### src/design/sbs_pkg.sv
// Shared constants and types for the sorted-table binary search unit.
package sbs_pkg;

  localparam int POS_W   = 10;
  localparam int COUNT_W = 11;
  localparam int INDEX_W = 10;

  localparam logic OP_WRITE  = 1'b0;
  localparam logic OP_SEARCH = 1'b1;

  typedef struct packed {
    logic             found;
    logic [POS_W-1:0] position;
  } result_t;

endpackage

### src/design/sbs_ctrl.sv
// Search sequencer: holds the bounds, issues probes and forms the result.
module sbs_ctrl
  import sbs_pkg::*;
#(
  parameter int TABLE_DEPTH = 1024,
  parameter int VALUE_WIDTH = 32,
  parameter int ADDR_W      = $clog2(TABLE_DEPTH)
) (
  input  logic                          clk,
  input  logic                          rst,
  input  logic                          start,
  input  logic                          operation,
  input  logic signed [VALUE_WIDTH-1:0] value,
  input  logic [COUNT_W-1:0]            entry_count,
  output logic                          busy,
  output logic                          rd_en,
  output logic [ADDR_W-1:0]             rd_addr,
  input  logic signed [VALUE_WIDTH-1:0] rd_data,
  output logic                          done,
  output result_t                       result
);

  localparam int CNT_W = $clog2(TABLE_DEPTH + 1);
  localparam int CMP_W = (CNT_W > COUNT_W) ? CNT_W : COUNT_W;

  localparam logic [1:0] ST_IDLE  = 2'd0;
  localparam logic [1:0] ST_PROBE = 2'd1;
  localparam logic [1:0] ST_CMP   = 2'd2;

  logic [1:0]                    state;
  logic [CNT_W-1:0]              lo;
  logic [CNT_W-1:0]              upper;   // exclusive upper bound
  logic [ADDR_W-1:0]             mid;
  logic signed [VALUE_WIDTH-1:0] key;

  logic [CNT_W-1:0]  count_used;
  logic [CNT_W:0]    sum;
  logic [ADDR_W-1:0] mid_next;
  logic              empty;

  // Counts above the table depth search the whole table.
  assign count_used = (CMP_W'(entry_count) > CMP_W'(TABLE_DEPTH)) ?
                      CNT_W'(TABLE_DEPTH) : CNT_W'(entry_count);

  // The midpoint of [lo, upper-1], rounded down; only used while the range is non-empty.
  assign sum      = (CNT_W+1)'(lo) + (CNT_W+1)'(upper) - (CNT_W+1)'(1);
  assign mid_next = ADDR_W'(sum >> 1);
  assign empty    = (lo >= upper);

  assign busy    = (state != ST_IDLE);
  assign rd_en   = (state == ST_PROBE) && !empty;
  assign rd_addr = mid_next;

  always_ff @(posedge clk) begin
    if (rst) begin
      state <= ST_IDLE;
      done  <= 1'b0;
    end else begin
      done <= 1'b0;
      unique case (state)
        ST_IDLE: begin
          if (start && operation == OP_SEARCH) begin
            state <= ST_PROBE;
          end
        end
        ST_PROBE: begin
          if (empty) begin
            done  <= 1'b1;
            state <= ST_IDLE;
          end else begin
            state <= ST_CMP;
          end
        end
        ST_CMP: begin
          if (rd_data == key) begin
            done  <= 1'b1;
            state <= ST_IDLE;
          end else begin
            state <= ST_PROBE;
          end
        end
        default: begin
          state <= ST_IDLE;
        end
      endcase
    end
  end

  always_ff @(posedge clk) begin
    case (state)
      ST_IDLE: begin
        if (start && operation == OP_SEARCH) begin
          lo    <= '0;
          upper <= count_used;
          key   <= value;
        end
      end
      ST_PROBE: begin
        mid <= mid_next;
        if (empty) begin
          result.found    <= 1'b0;
          result.position <= '0;
        end
      end
      ST_CMP: begin
        if (rd_data == key) begin
          result.found    <= 1'b1;
          result.position <= POS_W'(mid);
        end else if (rd_data > key) begin
          upper <= CNT_W'(mid);
        end else begin
          lo <= CNT_W'(mid) + CNT_W'(1);
        end
      end
      default: begin
      end
    endcase
  end

`ifndef ASSERT_OFF
  a_search_enters_busy: assert property (@(posedge clk) disable iff (rst)
    start && !busy && operation == OP_SEARCH |=> busy)
    else $error("search request did not start the sequencer");

  a_done_after_busy: assert property (@(posedge clk) disable iff (rst)
    done |-> $past(busy))
    else $error("result strobe without a running search");

  a_miss_position_zero: assert property (@(posedge clk) disable iff (rst)
    done && !result.found |-> result.position == '0)
    else $error("not-found result carries a nonzero position");

  a_bounds_ordered: assert property (@(posedge clk) disable iff (rst)
    state == ST_CMP |-> (CNT_W'(mid) >= lo) && (CNT_W'(mid) < upper))
    else $error("probe position outside the search range");
`endif

endmodule

### config.mk
export PLATFORM = sky130hd
export DESIGN_NAME = sbs_ctrl
export DESIGN_NICKNAME = d
export VERILOG_FILES = /design/src/design/sbs_pkg.sv /design/src/design/sbs_ctrl.sv
export SDC_FILE = /design/constraint.sdc
export NUM_CORES = 1
export LEC_CHECK = 0
export BUFFER_PORTS_ARGS = -buffer_cell sky130_fd_sc_hd__buf_4
export CELL_PAD_IN_SITES_DETAIL_PLACEMENT = 0
export CELL_PAD_IN_SITES_GLOBAL_PLACEMENT = 1
export CORE_UTILIZATION = 38
export CTS_CLUSTER_SIZE = 14
export DETAILED_ROUTE_END_ITERATION = 10
export GPL_ROUTABILITY_DRIVEN = 0
export PLACE_DENSITY_LB_ADDON = 0.08
export SLEW_MARGIN = 10
export SYNTH_ARGS = -nofsm -noshare
export SYNTH_HDL_FRONTEND = slang
export SYNTH_SLANG_ARGS = --single-unit
### constraint.sdc
create_clock -name clk -period 6.95 [get_ports clk]
set_input_delay 0.695 -clock clk [delete_from_list [all_inputs] [get_ports clk]]
set_output_delay 0.695 -clock clk [all_outputs]
set_load 0.01 [all_outputs]
# --- Yosys cells after proc, flatten, opt, wreduce, memory -nomap -nowiden ---
# Index checks and enable logic that the tools add are counted.
word_totals:
  register_bits: 78
  output_inout_bits: 24
  elab_cells: 53
classes:
  add_sub_neg: 3
  n_lt_le_gt_ge: 3
  n_eq_ne: 9
  muxes: 19
  n_reduce_logical: 11
op_table:
  columns: ["cell", "count"]
  rows:
  - ["$mux W11", 9]
  - ["$pmux W11 S2", 3]
  - ["$eq A32 B32 Y1", 1]
  - ["$gt A32 B32 Y1", 1]
  - ["$ne A2 B2 Y1 const B", 6]
  - ["$add A10 B1 Y11 const B", 1]
  - ["$add A11 B11 Y11", 1]
  - ["$ge A11 B11 Y1", 1]
  - ["$gt A11 B11 Y1 const B", 1]
  - ["$sub A11 B1 Y11 const B", 1]
  - ["$reduce_and A4 Y1", 2]
  - ["$pmux W2 S3", 1]
  - ["$reduce_bool A2 Y1", 3]
  - ["$mux W2", 2]
  - ["$mux W1", 3]
  - ["$reduce_and A3 Y1", 1]
  - ["$eq A2 B1 Y1 const B", 1]
  - ["$eq A2 B2 Y1 const B", 1]
  - ["$logic_and A1 B1 Y1", 2]
  - ["$logic_not A2 Y1", 1]
  - ["$pmux W1 S2", 1]
  - ["$reduce_and A2 Y1", 1]
  - ["$logic_not A1 Y1", 1]

# --- Depth between registers and ports, before layout ---
logic_depth:
  word_depth: 4
  depth_mapped: 12
  depth_no_buf: 12

# --- Worst setup path after synthesis ---
# No wires, ideal clock.
synth_path:
  path_kind: "reg2out"
  startpoint: "register lo[2]"
  endpoint: "output rd_addr[9]"
  t_arrival_ns: 2.358
  t_required_ns: 6.255
  slack_ns: 3.897
  stages_incl_launch_ff: 11
  path_cell_list: "edfxtp_1 > inv_1 > ha_1 > inv_1 > ha_1 > a21oi_1 > nor2b_1 > o31a_1 > or4_4 > a2111o_1 > o211ai_2"
synth_between:
  elab_chain_len: 2
synth_lines:
  columns: ["element", "line", "rtl"]
  rows:
  - ["start: declaration", "sbs_ctrl.sv:31", "logic [CNT_W-1:0] lo;"]
  - ["start signal: assignment", "sbs_ctrl.sv:112", "lo <= CNT_W'(mid) + CNT_W'(1);"]
  - ["$add A11 B11 Y11", "sbs_ctrl.sv:46", "assign sum = (CNT_W+1)'(lo) + (CNT_W+1)'(upper) - (CNT_W+1)'(1);"]
  - ["$sub A11 B1 Y11", "sbs_ctrl.sv:46", null]
  - ["end: declaration", "sbs_ctrl.sv:17", "output logic [ADDR_W-1:0] rd_addr,"]
# Every way passes these cells.

# --- Worst setup path after layout ---
# Same ends and word-level chain as after synthesis.

==> implementation parameters <==
Parameter                              Value

Status
  Run status    complete, but fails checks
  Violations in the final reports    DRC

Drt
  Initial DRT Pass Iterations    7
  DRT antenna net count    0
  Routed via count    3207
  Via density per instance    4.77
  Total wire length    9540 µm
  Drt initial violations    95
  Wire length per cell after detailed routing    14.2 µm
  Count of unresolved DRC violations after routing    3

Global route
  Remaining Overflow, GRT    0
  Wire length of the first global-routing pass    15500 µm
  Number of antenna violations at the first check in global routing    0
  Maximum number of pins on one net before global-route repair    33
  Overall global routing resource usage    16.6%
  Vias in the first global route    3264

Synthesis
  Async SR Flop Fraction    0%
  Number of enable-type register cells in the synthesized netlist    75
  Top FF cell, synth    edfxtp_1
  Flip-flop and latch count after synthesis    78
  Total standard cell area after synthesis    4570 µm²
  Sequential fraction of the synthesis area    50.6%
  Number of distinct library cells after synthesis    43
  Count of mapped cells out of synthesis    413
  Number of nets in the synthesized netlist    560
  Mean post-synth cell area    11.1 µm²
  Yosys warning count    0

STA
  Hold Vio Cnt, Final    0
  Part of the cycle the worst path needs    53.0%
  Worst relative slew slack    24.4%
  Transition time at the pin with the least slew margin    1130 ps
  Post-route minimum period    3680 ps
  Total count of max-transition violations in the final report    0
  Final hold slack    494 ps
  Sum of negative setup slack    0 ps
  Highest achievable clock rate    271 MHz
  RSZ-0062 raised after global routing    false
  Setup-failing EPs final    0
  Clock skew after layout    7.78 ps

Worst setup path
  Buffers plus inverters on the worst setup path    3
  CP delay by family, top    compound AO/OA/AOI/OAI gates
  Stage delay of the slowest cell on the critical path    440 ps
  Worst path depth    11
  Cell count of the worst reg-to-reg path    7
  Register-to-Register Setup Slack    3980 ps
  Worst Setup SP    lo[2]$_SDFFCE_PN0P_
  Data arrival time of the critical path    2990 ps
  Endpoint type of the worst setup path    output port
  CP cell instances    inv_1, ha_1, inv_1, ha_1, a21oi_1, nor2b_1, o31a_1, or4_4, a2111o_1, o211ai_2, buf_4
  Reg2Reg Launch Point    state[0]$_SDFFE_PP0N_
  Startpoint types    flip-flop
  Crit Path Class    reg -> out
  CP endpoint    rd_addr[9]
  Data required time at the worst endpoint    6250 ps
  Highest fanout seen on the critical path    4
  CP max-delay cell    or4_4
  Critical register-to-register path endpoint    lo[1]$_SDFFCE_PN0P_

Die
  Starting density of the core    39.5%
  DIE HEIGHT    112 µm
  Area of the placeable core    11600 µm²
  Die footprint    12500 µm²
  Chip width    112 µm
  Top-Level Pins    103
  Rows    39

Worst hold path
  Hold Crit Class    reg -> reg
  Hold Path Stages    2

Clock network
  Clock tree buffer depth    2
  Clock latency on the worst-skew pair    330 ps
  Setup fix buffers added after clock tree synthesis    0
  Post-CTS sizing    0
  Clock-pin slew reported for the worst setup and hold paths after clock tree synthesis    60 ps
  Number of clock sinks    78
  Max H-tree Level    3
  Clock tree from TritonCTS    built
  Number of buffers created by CTS    9
  Clock Tree Root    clkbuf_16
  Total of hold buffers inserted after clock tree synthesis    0

Pwr
  Internal Power    1.36 mW
  Peak ir drop on the vdd network    0.117 mV
  Net Sw Frac    35.9%
  Power Dens Cells    367 nW/µm²
  Power share of the sequential group    35.3%
  Proportion of power drawn by combinational gates    45.3%
  Portion of total power attributed to the clock network    19.3%
  Final Power    2.12 mW
  Leakage    2.69 nW
  Psw    760 µW

Finish
  Most used cells in the layout excluding fill and tap cells    buf_4 (103), inv_1 (80), edfxtp_1 (75), ha_1 (67), a21oi_1 (25)
  Final Net Count    671
  Layout cells sized above 1    22.5%
  Area growth from synthesis to layout    26.1%
  N_diodes    0
  Most frequent standard cell in the layout excluding fill and tap cells    buf_4

Place
  Detailed placer's ending HPWL    7760 µm
  Number of port buffers    102

Run
  Max-Cap Viols    0
==> power by group through the flow <==
stage                     logic [mW]  registers, mW  clock network (mW)
after global routing            1.07          0.762               0.441
final                          0.961          0.749               0.409
after detailed placement       0.970          0.760                   0
after floorplan                0.605          0.736                   0
after global placement         0.959          0.760                   0
after CTS                      0.978          0.751               0.422
==> tightest hold or removal path, cell delays in order, from the launching register on <==
cell and delay [ps]:
dfxtp_1 340, nand2_1 60, a21oi_1 50
==> Yosys cell counts, types with 2 or more instances <==
cell | count | area share, %
edfxtp_1 | 75 | 49
nor4_1 | 4 | 0.55
nor3_1 | 5 | 0.55
xnor2_1 | 7 | 1.3
clkbuf_1 | 3 | 0.25
nand2_1 | 18 | 1.5
o31ai_1 | 2 | 0.33
o21ai_0 | 4 | 0.44
inv_2 | 3 | 0.25
o211ai_1 | 3 | 0.49
a211oi_1 | 5 | 0.82
a221oi_1 | 2 | 0.38
nor2_1 | 19 | 1.6
o21ai_1 | 8 | 0.88
nand3_1 | 11 | 1.2
and2_1 | 11 | 1.5
ha_1 | 67 | 18
or3_1 | 2 | 0.27
nor2b_1 | 8 | 1.1
xor2_1 | 7 | 1.3
a21o_1 | 10 | 1.6
inv_1 | 80 | 6.6
a21oi_1 | 25 | 2.7
nand4_1 | 8 | 1.1
and3_1 | 6 | 0.82
dfxtp_1 | 3 | 1.3
==> cells by family after synthesis <==
| group | Yosys count | share of synthesized area (%) |
|---|---|---|
| xor gates and xnor gates | 14 | 2.68 |
| AOI/OAI and AO/OA | 69 | 9.71 |
| and+or+nand+nor | 98 | 11.2 |
| adders and majority gates | 68 | 18.8 |
| buffers and inverters | 86 | 7.06 |
| DFF | 78 | 50.6 |
==> layout make-up <==
type	instances	area (µm²)
multi-input combinational	249	1940
fill	1050	5800
sequential	78	2310
clock buffer	13	240
timing repair buffer	103	773
clock inverter	3	11.3
inverter	83	312
tap	143	179
==> state kept, by name (all words and copies together), names as in the netlist <==
register / count
state: 2
mid: 10
lo: 11
upper: 11
result: 11
done: 1
key: 32
==> layer usage <==
metal	global-route usage, %	routed length (µm)
met3	3.70	427
met5	0	0
met1	18.8	4020
met2	28.6	4750
met4	10.0	336
==> stage by stage <==
stage | cell area [µm²] | setup WS [ps] | utilization [%] | cells
detailed placement | 5510 | 3480 | 47.7 | 656
CTS | 5770 | 3230 | 49.9 | 672
global route | 5770 | 3120 | 49.9 | 672
floorplan | 4570 | 3900 | - | 413
global placement | 5510 | 3520 | 47.7 | 656
finish | 5770 | 3270 | 49.9 | 672
==> worst min path at each step <==
stage / to / start / slack, ps
after floorplan: state[0]$_SDFFE_PP0N_ / state[0]$_SDFFE_PP0N_ / 460
after global placement: state[0]$_SDFFE_PP0N_ / state[0]$_SDFFE_PP0N_ / 480
after detailed placement: state[0]$_SDFFE_PP0N_ / state[0]$_SDFFE_PP0N_ / 490
after CTS: state[0]$_SDFFE_PP0N_ / state[0]$_SDFFE_PP0N_ / 500
after global routing: state[0]$_SDFFE_PP0N_ / state[0]$_SDFFE_PP0N_ / 520
final: state[0]$_SDFFE_PP0N_ / state[0]$_SDFFE_PP0N_ / 490
No activity file was read; power rests on OpenSTA's default activity.
